--- src/rtl/core/assert_macros.svh ---
// Assertion macros shared by the RTL.
`ifndef ASSERT_MACROS_SVH
`define ASSERT_MACROS_SVH

// Check that prop holds at every clock edge outside reset.
`define ASSERT_CLK(label, clk, rst_n, prop, msg) \
    label: assert property (@(posedge clk) disable iff (!rst_n) prop) else $error(msg);

// Check that cond never holds at a clock edge outside reset.
`define ASSERT_NEVER(label, clk, rst_n, cond, msg) \
    label: assert property (@(posedge clk) disable iff (!rst_n) !(cond)) else $error(msg);

`endif

--- src/rtl/core/hvss_pkg.sv ---
// Package: widths, constants, register indexes and divider types of the step scaler.
`default_nettype none

package hvss_pkg;

    localparam int COUNT_BITS    = 32;
    localparam int IDLE_DECAY_MS = 120;
    localparam int CNT_W         = (COUNT_BITS > 32) ? 32 : COUNT_BITS;

    localparam int COUNT_W    = 32;
    localparam int TIME_W     = 32;
    localparam int PULSE_W    = 30;
    localparam int PEND_W     = 32;
    localparam int SPEED_W    = 24;
    localparam int STEP_W     = 32;
    localparam int SCALE_W    = 16;
    localparam int BASE_W     = 24;
    localparam int CFG_IDX_W  = 3;
    localparam int CFG_DATA_W = 24;

    localparam int INST_W   = 26;
    localparam int SMOOTH_W = 28;
    localparam int DECAY_W  = 29;

    localparam int MUL_A_W = 30;
    localparam int MUL_B_W = 27;
    localparam int MUL_P_W = MUL_A_W + MUL_B_W;

    localparam int DIV_REM_W = 32;
    localparam int DIV_LO_W  = 26;
    localparam int DIV_CNT_W = 5;

    localparam logic [CFG_IDX_W-1:0] CFG_SIG_INV    = 3'd0;
    localparam logic [CFG_IDX_W-1:0] CFG_VEL_LOW    = 3'd1;
    localparam logic [CFG_IDX_W-1:0] CFG_VEL_HIGH   = 3'd2;
    localparam logic [CFG_IDX_W-1:0] CFG_SCALE_MAX  = 3'd3;
    localparam logic [CFG_IDX_W-1:0] CFG_BASE_STEP  = 3'd4;

    localparam logic [SPEED_W-1:0] RST_VEL_LOW   = 24'd1280;
    localparam logic [SPEED_W-1:0] RST_VEL_HIGH  = 24'd12800;
    localparam logic [SCALE_W-1:0] RST_SCALE_MAX = 16'd40960;
    localparam logic [BASE_W-1:0]  RST_BASE_STEP = 24'd655;

    localparam logic [PULSE_W-1:0]  PULSE_MAX   = {1'b0, {(PULSE_W-1){1'b1}}};
    localparam logic [PEND_W-1:0]   PEND_MAX    = {1'b0, {(PEND_W-1){1'b1}}};
    localparam logic [PEND_W-1:0]   PEND_MIN    = {1'b1, {(PEND_W-1){1'b0}}};
    localparam logic [SCALE_W-1:0]  ONE_Q12     = 16'd4096;
    localparam logic [SPEED_W-1:0]  SPEED_MAX   = {SPEED_W{1'b1}};
    localparam logic [SPEED_W-1:0]  SPEED_FLOOR = 24'd128;
    localparam logic [MUL_B_W-1:0]  INST_GAIN   = 27'd256000;
    localparam logic [INST_W-1:0]   INST_SAT    = {INST_W{1'b1}};
    localparam logic [SMOOTH_W-1:0] SMOOTH_SAT  = 28'd83886080;

    // ceil(2^29 / 5): exact floor(x / 5) for x below 2^29 / 3
    localparam logic [MUL_B_W-1:0]  RECIP_5     = 27'd107374183;
    localparam int                  RECIP_SHIFT = 29;

    localparam logic [DIV_CNT_W-1:0] INST_STEPS   = 5'd26;
    localparam logic [DIV_CNT_W-1:0] INTERP_STEPS = 5'd16;

    typedef struct packed {
        logic                 start;
        logic [DIV_CNT_W-1:0] steps;
        logic [DIV_REM_W-1:0] rem0;
        logic [DIV_LO_W-1:0]  lo;
        logic [DIV_REM_W-1:0] divisor;
    } t_div_req;

    typedef struct packed {
        logic                busy;
        logic                done;
        logic [DIV_LO_W-1:0] quot;
    } t_div_rsp;

endpackage

`default_nettype wire

--- src/rtl/core/hvss_mul.sv ---
// Shared multiplier with registered product.
`default_nettype none

module hvss_mul import hvss_pkg::*; (
    input  logic               i_clk,
    input  logic [MUL_A_W-1:0] i_a,
    input  logic [MUL_B_W-1:0] i_b,
    output logic [MUL_P_W-1:0] o_p
);

    logic [MUL_P_W-1:0] r_prod;

    always_ff @(posedge i_clk) begin
        r_prod <= MUL_P_W'(i_a) * MUL_P_W'(i_b);
    end

    assign o_p = r_prod;

endmodule

`default_nettype wire
--- config.mk ---
export PLATFORM = sky130hd
export DESIGN_NAME = hvss_mul
export DESIGN_NICKNAME = d
export VERILOG_FILES = /design/src/rtl/core/assert_macros.svh /design/src/rtl/core/hvss_pkg.sv /design/src/rtl/core/hvss_mul.sv
export SDC_FILE = /design/constraint.sdc
export NUM_CORES = 2
export LEC_CHECK = 0
export BUFFER_PORTS_ARGS = -buffer_cell sky130_fd_sc_hd__buf_2
export CORE_ASPECT_RATIO = 1.2
export CORE_MARGIN = 4
export CORE_UTILIZATION = 66
export CTS_BUF_LIST = sky130_fd_sc_hd__clkbuf_4 sky130_fd_sc_hd__clkbuf_8
export CTS_CLUSTER_SIZE = 12
export DETAILED_ROUTE_END_ITERATION = 16
export PLACE_DENSITY = 0.89
export SYNTH_ARGS = -nofsm -noshare
export SYNTH_HDL_FRONTEND = slang
export SYNTH_SLANG_ARGS = --single-unit
export TNS_END_PERCENT = 5
--- constraint.sdc ---
create_clock -name i_clk -period 9.5 [get_ports i_clk]
set_input_delay 0.475 -clock i_clk [delete_from_list [all_inputs] [get_ports i_clk]]
set_output_delay 0.475 -clock i_clk [all_outputs]
set_load 0.005 [all_outputs]
## Word-level counts from Yosys, hierarchy flattened

Index checks and enable logic that the tools add are counted.

| cells by class | value |
|---|---|
| bitwise gates (word level) | 0 |
| add/subtract/negate cells | 0 |
| order comparisons | 0 |
| divide/modulo/power cells | 0 |
| mux-type cells | 0 |
| equal/unequal tests | 0 |
| reductions and logical operators | 0 |
| multipliers | 1 |
| shifts and indexed selects | 0 |

Operator list:

| cell | count |
|---|---|
| multiplier 30 x 27 -> 57 bit | 1 |

| word-level totals | value |
|---|---|
| bits of input ports | 58 |
| bits in read-only memories | 0 |
| bits in latches | 0 |
| RAM bits | 0 |
| memories kept | 0 |
| output and inout bits | 57 |
| word-level logic and storage cells | 2 |
| register bits | 57 |

## Depth between registers and ports, before layout

| depth | value |
|---|---|
| depth after elaboration | 1 |
| depth in mapped cells | 27 |
| gate-level depth less buffers | 25 |

## Least setup slack after synthesis

Ideal clock, no wire load.

| timing | value |
|---|---|
| path type | in2reg |
| start point | input i_a[14] |
| end point | register r_prod[53] (netlist: o_p[53]) |
| arrival time | 6.727 ns |
| setup slack | 2.642 ns |
| buffers on the path | 3 |
| data required time | 9.368 ns |
| setup time | 0.132 ns |
| stages on the path | 26 |
| cell sequence | clkbuf_1 > clkbuf_1 > nand2_1 > fa_1 > inv_1 > fa_1 > inv_1 > fa_1 > inv_1 > fa_1 > fa_1 > fa_1 > inv_1 > fa_1 > inv_1 > ha_1 > buf_2 > a21o_1 > a21o_1 > a21oi_1 > o211ai_1 > o31ai_1 > o21ai_1 > a41oi_1 > o2111a_1 > a211oi_2 |

| between the ends | value |
|---|---|
| longest elaborated chain between the ends | 1 |

RTL lines:

| element | line | text |
|---|---|---|
| start: declaration | hvss_mul.sv:6 | `input logic [MUL_A_W-1:0] i_a,` |
| multiplier 30 x 27 -> 57 bit | hvss_mul.sv:14 | `r_prod <= MUL_P_W'(i_a) * MUL_P_W'(i_b);` |
| end signal: assignment | hvss_mul.sv:14 |  |
| end: declaration | hvss_mul.sv:11 | `logic [MUL_P_W-1:0] r_prod;` |

Every way passes these cells.

## Final worst setup path

| timing | value |
|---|---|
| start point | input i_b[12] |
| end point | register r_prod[54] (netlist: o_p[54]) |

| between the ends | value |
|---|---|
| longest elaborated chain between the ends | 1 |

RTL lines:

| element | line | text |
|---|---|---|
| start: declaration | hvss_mul.sv:7 | `input logic [MUL_B_W-1:0] i_b,` |
| multiplier 30 x 27 -> 57 bit | hvss_mul.sv:14 |  |

Every way passes these cells.

==> run_results.csv <==
group,metric,value,unit
outcome,status,"completed",
logic_synthesis,synth_top_area_share,51.4,%
logic_synthesis,synth_seq_area_share,4.19,%
logic_synthesis,syn-num-nets,4031,
logic_synthesis,synth-async-reset-ratio,0,%
sta,slew_viol_final,0,
clock_tree,cts_tree,"done",
global_route,grt_usage,34.1,%
sta,maxSlewHeadroom,46.5,%
logic_synthesis,yosys.cell_types.count,56,
sta,final-setup-viol-count,0,
die,die_x,193,um
final_layout,nets,3977,
detailed_routing,first_pass_iters,5,
detailed_routing,first_iter_violations,1417,
detailed_routing,wirelength,73800,um
setup_path,crit_slowest_cell,"fa_1",
detailed_routing,routedWlPerCell,20.7,um
clock_tree,cts_resized,0,
detailed_routing,vias_per_cell,5.89,
setup_path,cp.arrival,7710,ps
logic_synthesis,yosysTopAreaCell,"fa_1",
global_route,grt_pass1_vias,24000,
clock_tree,cts_post_setup_buffers_inserted,0,
logic_synthesis,yosys_register_bits,57,
logic_synthesis,synth-edff-count,0,
global_route,grt_first_pass_wirelength,119000,um
setup_path,worstSetupEndpointType,"register",
sta,fmax,135,MHz
die,chipHeight,231,um
global_route,grt_max_degree,31,
clock_tree,cts_buffers,9,
die,placement_rows,81,
final_layout,area_growth,2.84,%
setup_path,worst-path-max-fanout,30,
setup_path,crit_buf_inv,4,
sta,worstMarginPinSlew,803,ps
detailed_routing,ant_nets,0,
clock_tree,clkSlewWorstSetupHoldPaths,80,ps
setup_path,worstSetupPathType,"input pin to register",
placement,hpwl,59000,um
logic_synthesis,yosys_warnings,0,
final_layout,drive_above_1_share,4.72,%
final_layout,largest_register_ffs,57,
clock_tree,clock-sinks,57,
global_route,antenna_found_initial,5,
placement,gp_congestion,1.02,
sta,min_period_over_period,77.9,%
clock_tree,cts_buffer_depth,2,
setup_path,cp.required,9810,ps
setup_path,crit_path_frequent_cell,"fa_1",
setup_path,critPathTopFamily,"adder cells",
run,maxCapViolations,0,
die,start_util,66.9,%
setup_path,startpoint_type,"input pin",
logic_synthesis,synth_cells,3078,
setup_path,critical-path-max-stage-delay,730,ps
clock_tree,root_buffer,"clkbuf_8",
die,core,40700,um2
clock_tree,postCtsHoldBufs,0,
logic_synthesis,synth_area_leaders,"fa_1 (51%), inv_1 (11%), ha_1 (9.0%), and2_1 (7.4%), nand2_1 (7.2%)",
clock_tree,cts.htree.levels,3,
die,pin_count,115,
logic_synthesis,synth_area,27200,um2
detailed_routing,drc,0,
die,die-area,44600,um2
sta,tns,0,ps
sta,min_period,7400,ps
placement,port_buffers,114,
worst_hold_path,hp-class,"input pin to register",
global_route,grt_overflow,0,
setup_path,crit_chain,"buf_2, nand2_1, fa_1, fa_1, inv_1, fa_1, fa_1, fa_1, fa_1, inv_1, fa_1, inv_1, ha_1, nand4_1, or3_1, nor2_1, a21oi_1, o31ai_2, a21oi_1, o21ai_0, xor2_1",
sta,finalHoldViolCount,0,
logic_synthesis,synth_area_per_cell,8.85,um2
detailed_routing,vias,21000,
logic_synthesis,ys.flop_type,"dfxtp_1",
sta,rsz0062_at_grt,"no",
layout by cell type, fill, tap and decap left out, types with 3 or more instances in the layout:
| master | instances |
|---|---|
| inv_1 | 797 |
| fa_1 | 699 |
| nand2_1 | 523 |
| and2_1 | 322 |
| ha_1 | 196 |
| buf_2 | 114 |
| dfxtp_1 | 57 |
| a21oi_1 | 55 |
| xnor2_1 | 34 |
| o21ai_0 | 27 |
| a21o_1 | 26 |
| nor2_1 | 21 |
| xor2_1 | 19 |
| nand4_1 | 14 |
| nand3_1 | 12 |
| and3_1 | 10 |
| clkbuf_8 | 10 |
| o21bai_1 | 9 |
| a31oi_1 | 9 |
| o21ai_1 | 8 |
| nor2b_1 | 7 |
| nor3_1 | 5 |
| o21a_1 | 4 |
| or3_1 | 4 |
| nor4_1 | 3 |
layout make-up:
type | count | area, um2
Antenna cell | 2 | 5.00
Clock buffer | 10 | 138
Clock inverter | 6 | 67.6
Fill cell | 3124 | 12700
Inverter | 797 | 2990
Multi-Input combinational cell | 2045 | 22400
Sequential cell | 57 | 1140
Tap cell | 539 | 674
Timing Repair Buffer | 114 | 571
through the flow:
stage	setup slack [ps]	instances	utilization (%)	hold WS [ps]	cell area (um2)
6_report	2100	3570	68.8	641	28000
3_3_place_gp	2030	3552	68.3	853	27800
5_1_grt	1800	3570	68.8	653	28000
4_1_cts	2280	3568	68.8	608	28000
2_1_floorplan	2640	3078	-	602	27200
3_5_place_dp	1870	3552	68.3	851	27800
Yosys cell counts, types with 4 or more instances:
master / n
inv_1: 797
fa_1: 699
nand2_1: 523
and2_1: 322
ha_1: 196
clkbuf_1: 171
dfxtp_1: 57
a21oi_1: 55
xnor2_1: 34
o21ai_0: 27
a21o_1: 26
nor2_1: 21
xor2_1: 19
nand4_1: 14
nand3_1: 12
and3_1: 10
a31oi_1: 9
o21bai_1: 9
o21ai_1: 8
nor2b_1: 7
buf_2: 6
nor3_1: 5
o21a_1: 4
or3_1: 4
layer usage:
metal / track usage (%) / part of all wire, %
met2: 58.2 / 50
met3: 5.97 / 7.7
met5: 0 / 0.028
met1: 34.7 / 29
met4: 33.9 / 13
kinds of logic (layout without fill, tap and decap cells):
group	after synthesis	after routing	synth area share, %
xor gates and xnor gates	53	53	1.70
AOI/OAI and AO/OA	167	167	3.94
DFF	57	57	4.19
buffers and inverters	976	927	13.5
and+or+nand+nor	930	930	16.3
other	0	2	0
adders and majority gates	895	895	60.4
final timing paths:
check,cells past startpoint,from,to,slack [ps]
setup / recovery,21,i_b[12],o_p[54],2100
hold / removal,2,i_a[0],o_p[0],640
Power is not shown: default switching activity piles up to over one toggle a cycle in this logic, so the estimate is an artifact.
