<file path="config.mk">
export PLATFORM = sky130hd
export DESIGN_NAME = hvss_div
export DESIGN_NICKNAME = d
export VERILOG_FILES = /design/src/rtl/core/assert_macros.svh /design/src/rtl/core/hvss_pkg.sv /design/src/rtl/core/hvss_div.sv
export SDC_FILE = /design/constraint.sdc
export NUM_CORES = 1
export LEC_CHECK = 0
export ABC_AREA = 1
export BUFFER_PORTS_ARGS = -buffer_cell sky130_fd_sc_hd__buf_2
export CORE_ASPECT_RATIO = 1.25
export CORE_MARGIN = 4
export CORE_UTILIZATION = 27
export DETAILED_ROUTE_END_ITERATION = 16
export GPL_TIMING_DRIVEN = 0
export SLEW_MARGIN = 25
export SYNTH_ARGS = -nofsm -noshare
export SYNTH_HDL_FRONTEND = slang
export SYNTH_SLANG_ARGS = --single-unit
</file>
<file path="constraint.sdc">
create_clock -name i_clk -period 5.3 [get_ports i_clk]
set_input_delay 0 -clock i_clk [delete_from_list [all_inputs] [get_ports i_clk]]
set_output_delay 0 -clock i_clk [all_outputs]
set_load 0.02 [all_outputs]
</file>
<file path="src/rtl/core/assert_macros.svh">
// Assertion macros shared by the RTL.
`ifndef ASSERT_MACROS_SVH
`define ASSERT_MACROS_SVH

// Check that prop holds at every clock edge outside reset.
`define ASSERT_CLK(label, clk, rst_n, prop, msg) \
    label: assert property (@(posedge clk) disable iff (!rst_n) prop) else $error(msg);

// Check that cond never holds at a clock edge outside reset.
`define ASSERT_NEVER(label, clk, rst_n, cond, msg) \
    label: assert property (@(posedge clk) disable iff (!rst_n) !(cond)) else $error(msg);

`endif

</file>
<file path="src/rtl/core/hvss_pkg.sv">
// Package: widths, constants, register indexes and divider types of the step scaler.
`default_nettype none

package hvss_pkg;

    localparam int COUNT_BITS    = 32;
    localparam int IDLE_DECAY_MS = 120;
    localparam int CNT_W         = (COUNT_BITS > 32) ? 32 : COUNT_BITS;

    localparam int COUNT_W    = 32;
    localparam int TIME_W     = 32;
    localparam int PULSE_W    = 30;
    localparam int PEND_W     = 32;
    localparam int SPEED_W    = 24;
    localparam int STEP_W     = 32;
    localparam int SCALE_W    = 16;
    localparam int BASE_W     = 24;
    localparam int CFG_IDX_W  = 3;
    localparam int CFG_DATA_W = 24;

    localparam int INST_W   = 26;
    localparam int SMOOTH_W = 28;
    localparam int DECAY_W  = 29;

    localparam int MUL_A_W = 30;
    localparam int MUL_B_W = 27;
    localparam int MUL_P_W = MUL_A_W + MUL_B_W;

    localparam int DIV_REM_W = 32;
    localparam int DIV_LO_W  = 26;
    localparam int DIV_CNT_W = 5;

    localparam logic [CFG_IDX_W-1:0] CFG_SIG_INV    = 3'd0;
    localparam logic [CFG_IDX_W-1:0] CFG_VEL_LOW    = 3'd1;
    localparam logic [CFG_IDX_W-1:0] CFG_VEL_HIGH   = 3'd2;
    localparam logic [CFG_IDX_W-1:0] CFG_SCALE_MAX  = 3'd3;
    localparam logic [CFG_IDX_W-1:0] CFG_BASE_STEP  = 3'd4;

    localparam logic [SPEED_W-1:0] RST_VEL_LOW   = 24'd1280;
    localparam logic [SPEED_W-1:0] RST_VEL_HIGH  = 24'd12800;
    localparam logic [SCALE_W-1:0] RST_SCALE_MAX = 16'd40960;
    localparam logic [BASE_W-1:0]  RST_BASE_STEP = 24'd655;

    localparam logic [PULSE_W-1:0]  PULSE_MAX   = {1'b0, {(PULSE_W-1){1'b1}}};
    localparam logic [PEND_W-1:0]   PEND_MAX    = {1'b0, {(PEND_W-1){1'b1}}};
    localparam logic [PEND_W-1:0]   PEND_MIN    = {1'b1, {(PEND_W-1){1'b0}}};
    localparam logic [SCALE_W-1:0]  ONE_Q12     = 16'd4096;
    localparam logic [SPEED_W-1:0]  SPEED_MAX   = {SPEED_W{1'b1}};
    localparam logic [SPEED_W-1:0]  SPEED_FLOOR = 24'd128;
    localparam logic [MUL_B_W-1:0]  INST_GAIN   = 27'd256000;
    localparam logic [INST_W-1:0]   INST_SAT    = {INST_W{1'b1}};
    localparam logic [SMOOTH_W-1:0] SMOOTH_SAT  = 28'd83886080;

    // ceil(2^29 / 5): exact floor(x / 5) for x below 2^29 / 3
    localparam logic [MUL_B_W-1:0]  RECIP_5     = 27'd107374183;
    localparam int                  RECIP_SHIFT = 29;

    localparam logic [DIV_CNT_W-1:0] INST_STEPS   = 5'd26;
    localparam logic [DIV_CNT_W-1:0] INTERP_STEPS = 5'd16;

    typedef struct packed {
        logic                 start;
        logic [DIV_CNT_W-1:0] steps;
        logic [DIV_REM_W-1:0] rem0;
        logic [DIV_LO_W-1:0]  lo;
        logic [DIV_REM_W-1:0] divisor;
    } t_div_req;

    typedef struct packed {
        logic                busy;
        logic                done;
        logic [DIV_LO_W-1:0] quot;
    } t_div_rsp;

endpackage

`default_nettype wire

</file>
<file path="src/rtl/core/hvss_div.sv">
// Shared restoring divider: one quotient bit per cycle.
`default_nettype none

module hvss_div import hvss_pkg::*; (
    input  logic     i_clk,
    input  logic     i_rst_n,
    input  t_div_req i_req,
    output t_div_rsp o_rsp
);

    logic                 r_busy;
    logic                 r_done;
    logic [DIV_CNT_W-1:0] r_cnt;
    logic [DIV_REM_W-1:0] r_rem;
    logic [DIV_REM_W-1:0] r_div;
    logic [DIV_LO_W-1:0]  r_lo;
    logic [DIV_REM_W:0]   w_trial;
    logic [DIV_REM_W:0]   w_diff;
    logic                 w_ge;

    assign w_trial = {r_rem, r_lo[DIV_LO_W-1]};
    assign w_diff  = w_trial - {1'b0, r_div};
    assign w_ge    = (w_trial >= {1'b0, r_div});

    always_ff @(posedge i_clk) begin
        if (!i_rst_n) begin
            r_busy <= 1'b0;
            r_done <= 1'b0;
        end else begin
            r_done <= 1'b0;
            if (i_req.start) begin
                r_busy <= 1'b1;
                r_cnt  <= i_req.steps;
                r_rem  <= i_req.rem0;
                r_lo   <= i_req.lo;
                r_div  <= i_req.divisor;
            end else if (r_busy) begin
                r_rem <= w_ge ? w_diff[DIV_REM_W-1:0] : w_trial[DIV_REM_W-1:0];
                r_lo  <= {r_lo[DIV_LO_W-2:0], w_ge};
                r_cnt <= r_cnt - 1'b1;
                if (r_cnt == DIV_CNT_W'(1)) begin
                    r_busy <= 1'b0;
                    r_done <= 1'b1;
                end
            end
        end
    end

    assign o_rsp.busy = r_busy;
    assign o_rsp.done = r_done;
    assign o_rsp.quot = r_lo;

endmodule

`default_nettype wire

</file>
# ---- Word-level counts from Yosys, hierarchy flattened
# Cells that the tools add are included.
dict set report word_totals {
  register_bits 97
  latch_bits 0
  ram_bits 0
  rom_bits 0
  inputBits 98
  output_inout_bits 28
  wordCells 27
  memories 0
}
dict set report op_classes {
  addsub 2
  multipliers 0
  div_mod_pow 0
  magnitude_cmp 1
  eq_ne 1
  shifts 0
  mux 11
  n_bitwise 2
  n_reduce_logical 4
}
# op n
set ops {}
lappend ops {{32-bit two-way mux} 3}
lappend ops {{26-bit two-way mux} 2}
lappend ops {{33-bit by 32-bit greater-or-equal comparator with 1-bit output} 1}
lappend ops {{32-bit subtractor} 1}
lappend ops {{5-bit two-way mux} 2}
lappend ops {{5-bit by 1-bit == test with 1-bit output (second input constant)} 1}
lappend ops {{5-bit by 1-bit subtractor with 5-bit output (second input constant)} 1}
lappend ops {{1-bit two-way mux} 4}
lappend ops {{2-bit AND reduction} 2}
lappend ops {{3-bit OR reduction} 1}
lappend ops {{1-bit inverter} 2}
lappend ops {{2-bit nonzero test} 1}

# ---- Depth between registers and ports, before layout
dict set report depth {
  word_depth 4
  depth_mapped 17
  mapped_depth_nobuf 16
}

# ---- Worst setup path before layout
# No wires, ideal clock.
dict set report synth_timing {
  path_type {in2reg}
  start {input port i_req[95] in the netlist's numbering}
  end {register r_busy}
  setup_ns 0.073
  arrival_ns 4.032
  required_ns 5.227
  slack_ns 1.195
  cell_stages 6
  path_buffers 2
  cell_sequence {clkbuf_1 -> inv_2 -> buf_2 -> a21oi_1 -> o21ai_0 -> inv_1}
}
dict set report synth_via {
  elab_chain_len 1
}
# item line_no
set synth_lines {}
lappend synth_lines {{start: declaration} hvss_div.sv:7} ;# input t_div_req i_req,
lappend synth_lines {{1-bit two-way mux} hvss_div.sv:31} ;# if (i_req.start) begin
lappend synth_lines {{end signal: assignment} hvss_div.sv:27} ;# r_busy <= 1'b0;
lappend synth_lines {{end signal: assignment} hvss_div.sv:32} ;# r_busy <= 1'b1;
lappend synth_lines {{end signal: assignment} hvss_div.sv:42} ;# r_busy <= 1'b0;
lappend synth_lines {{end: declaration} hvss_div.sv:11} ;# logic r_busy;
# Every way passes these cells.
# A chain may end at the register's enable or synchronous reset.

# ---- Worst setup path after layout
dict set report layout_timing {
  start {register r_lo[25]}
  end {register r_rem[28], data pin}
}
dict set report layout_via {
  elab_chain_len 4
  word_cells_on_any_way 5
  classes_between {add/sub: 1; order compare: 1; mux: 3}
}
# item line_no
set layout_lines {}
lappend layout_lines {{start: declaration} hvss_div.sv:16} ;# logic [DIV_LO_W-1:0] r_lo;
lappend layout_lines {{start signal: assignment} hvss_div.sv:35} ;# r_lo <= i_req.lo;
lappend layout_lines {{start signal: assignment} hvss_div.sv:39} ;# r_lo <= {r_lo[DIV_LO_W-2:0], w_ge};
lappend layout_lines {{32-bit subtractor / 33-bit by 32-bit greater-or-equal comparator with 1-bit output (equally long branches)} {hvss_div.sv:22, hvss_div.sv:23}}
lappend layout_lines {{32-bit two-way mux (*)} hvss_div.sv:38} ;# r_rem <= w_ge ? w_diff[DIV_REM_W-1:0] : w_trial[DIV_REM_W-1:0];
lappend layout_lines {{32-bit two-way mux (*)} hvss_div.sv:37} ;# end else if (r_busy) begin
lappend layout_lines {{32-bit two-way mux (*)} hvss_div.sv:31}
lappend layout_lines {{end signal: assignment} hvss_div.sv:34} ;# r_rem <= i_req.rem0;
lappend layout_lines {{end signal: assignment} hvss_div.sv:38}
lappend layout_lines {{end: declaration} hvss_div.sv:14} ;# logic [DIV_REM_W-1:0] r_rem;
# Mark *: on every way between the ends. The rest lies on a longest branch, timed or not. The select of a mux whose other input is x is not followed.

==> metrics.md <==
| Metric | Value |
|---|---|
| Clock transition at path regs | 0.07 ns |
| Largest net degree at the start of global routing | 21 |
| DRT iter0 DRCs | 329 |
| Die X | 152 um |
| CP top delay family | simple AND/OR/NAND/NOR gates |
| Hold Violations, Final | 0 |
| TritonCTS Buffers | 9 |
| Worst Skew | ~0.0096 ns |
| FFs w/ async S/R, synth | 0 |
| EDFF count, synth | 95 |
| Final nets | 1329 |
| Setup CP Type | reg -> reg |
| CP startpoint | r_lo[25] |
| Max Slew Vio Count | 0 |
| Layout cells sized above 1 | 0.163 |
| Leak | approximately 4.8 nW |
| Fillcell total | between 2000 and 3000 |
| Multi-input gate area | between 3000 and 4000 um2 |
| Core area | 25500 um2 |
| Die Ht | 188 um |
| Ant. Diodes | 0 |
| Ys flop type | edfxtp_1 |
| Clock Sinks | 97 |
| Initial Util | 0.275 |
| Final Util | 0.370 |
| Status | complete, no violations |
| Most frequent cell after synthesis | nand2_1 |
| Data arrival time of the worst path | 2.73 ns |
| Yosys top cell by area | edfxtp_1 |
| Final period utilization | 0.492 |
| Reg-to-Reg Start | r_lo[25] |
| CTS H-tree depth | 3 |
| Clk Latency, worst-skew pair | 0.36 ns |
| Worst hold path startpoint | i_req[95] |
| Total of max-cap violations | 0 |
| R2R Setup Slk | 2.69 ns |
| Total number of vias | between 6000 and 7000 |
| WL per Instance | 14.6 um |
| First-pass GRT wire length | roughly 35000 um |
| CTS max path bufs | 2 |
| DRC | 0 |
| R2R depth | 16 |
| Number of cells on the critical path | 16 |
| Io pins | 126 |
| Dpl cells | 1424 |
| Post_cts resized | 0 |
| Final worst path period need | 2.61 ns |
| #FFs+latches synth | 97 |
| Drt total wl | roughly 22000 um |
| Worst slew pin tran | 0.657 ns |
| Maximum fanout along the worst path | 4 |
| Vias per inst | 4.35 |
| Detail Route Antenna Nets | 0 |
| Worst path bufs/invs | 2 |
| CP Cell Sequence | inv_1 -> ha_1 -> inv_1 -> fa_1 -> nand3_1 -> nand3_1 -> nand2_1 -> nand2_1 -> nand2_1 -> nand2_1 -> nand2_1 -> nand2_1 -> nand2_1 -> nand3_1 -> nand2_1 -> nand2_1 |
| Leading post-synthesis cells by cell area | edfxtp_1, nand2_1, inv_1, ha_1, nand3_1 |
| GR Util All Layers | 0.156 |
| Root buffer cell | clkbuf_16 |
| Post-Syn Nets | 1093 |
| CP max stage delay | 0.44 ns |
| Cell Area, Synth | 7010 um2 |
| Slowest cell on the critical path | fa_1 |
| Power per standard cell area | 256 nW/um2 |
| Die ar. | approximately 29000 um2 |
| Library cells used by synthesis | 36 |
| Synth Instances | 960 |
| Layout area overhead | 34.5% |
| Max VDD drop | between 0.0001 and 0.00015 V |
| Hold Path Stages | 3 |
| DRT Pass-1 Iters | 5 |
| Post-Layout Cell Count | roughly 1500 |
| PortBufs | 124 |
| Crit end category | register |
| CTS tree | built |
| CP endpoint | r_rem[28] |
| Register area share after synthesis | 0.413 |
| Setup bufs post-CTS | 0 |
| Synth warnings | 0 |
| RSZ-0062 raised after global routing | no |
| Vias in the first global route | about 7000 |
| CP startpoint kind | register |
| Antenna violations before repair | 0 |
| Post-DP HPWL | 17600 um |
| Post-Synthesis Mean Instance Area | 7.30 um2 |
| Gr ovfl total | 0 |
| CP required | 5.42 ns |
| Most used cell, CP | nand2_1 |
| Fmax | between 300 and 400 MHz |
| Top cell type's share of synthesized area | 0.407 |
| Worst min path class | in -> reg |
| Top post-synthesis cells by count | nand2_1, inv_1, edfxtp_1 |
| FP Rows | 65 |
| Seq. cell area | around 2900 um2 |
| Reg2Reg Capture Point | r_rem[28] |
| Final setup fails | 0 |
| Slew headroom | 0.562 |
| Gpl congestion | 0.959 |
-- worst min-delay path by stage --
stage                     slack [ns]        end
after floorplan                  0.1   r_div[0]
after global placement          0.18  r_div[17]
after detailed placement        0.18  r_div[19]
after CTS                       0.27   r_div[0]
after global routing            0.32  r_div[15]
final                           0.29   r_div[0]
-- worst register-to-register path, stage by stage (launching register included) --
cell and delay (ns):
edfxtp_1 0.38, inv_1 0.10, ha_1 0.15, inv_1 0.08
fa_1 0.44, nand3_1 0.11, nand3_1 0.17, nand2_1 0.14
nand2_1 0.14, nand2_1 0.09, nand2_1 0.10, nand2_1 0.15
nand2_1 0.07, nand2_1 0.06, nand3_1 0.07, nand2_1 0.08
nand2_1 0.05
-- layer usage --
layer	track usage	wire length, um
met2	0.285	11300
met4	0.0588	596
met5	0	0
met3	0.0279	1100
met1	0.181	9460
-- cell families after synthesis --
group,Yosys count,synth area share
xor gates and xnor gates,17,0.0212
adders and majority gates,35,0.0635
AOI/OAI and AO/OA,29,0.0228
and+or+nand+nor,591,0.368
DFF,97,0.413
buffers and inverters,191,0.112
-- sequential cells by signal, indices dropped and copies added, names as in the netlist --
name and cells:
r_busy 1, r_rem 32, r_lo 26, r_done 1, r_div 32, r_cnt 5
-- layout by cell type, fill, tap and decap left out, types with 3 or more instances in the layout --
cell type / count
a21oi_1: 15
buf_16: 3
buf_2: 128
buf_4: 6
buf_6: 5
clkbuf_1: 10
clkbuf_16: 9
dlygate4sd3_1: 96
edfxtp_1: 95
ha_1: 34
inv_1: 159
inv_2: 7
nand2_1: 417
nand2_2: 6
nand3_1: 64
nand3_2: 6
nand3b_1: 27
nand4_1: 10
nor2_1: 39
nor2_2: 9
o21ai_0: 8
xnor2_1: 16
-- power breakdown --
group | leakage (nW) | internal (mW) | total [mW] | switching (mW)
Clock | 0.138 | 0.363 | 0.660 | 0.297
Combinational | 3.73 | 0.321 | 0.802 | 0.481
Sequential | 0.921 | 0.922 | 0.950 | 0.0287
Total | 4.79 | 1.61 | 2.41 | 0.806
-- per-stage QoR --
step | TNS, ns | area (um2) | hold WS, ns | worst slack [ns] | power, mW
after floorplan | 0 | 7010 | 0.0989 | 1.19 | 1.48
after global placement | -46.98 | 8050 | 0.178 | -0.846 | 1.69
after detailed placement | 0 | 8180 | 0.178 | 2.70 | 1.71
after CTS | 0 | 9430 | 0.268 | 2.69 | 2.43
after global routing | 0 | 9430 | 0.324 | 2.53 | 2.56
final | 0 | 9430 | 0.290 | 2.69 | 2.41
-- cell type report --
type,count,area share
clock buffer,10,0.0243
timing repair buffer,225,0.180
multi-input combinational,672,0.355
clock inverter,6,0.00624
inverter,166,0.0661
tap,335,0.0445
sequential,97,0.307
buffer,25,0.0169
-- repair_timing --
item                                    4_1_cts  5_1_grt
hold endpoints to repair                     96        0
hold buffers                                 96        0
endpoints found under the setup margin        0        0
No activity file was read; power rests on OpenSTA's default activity.
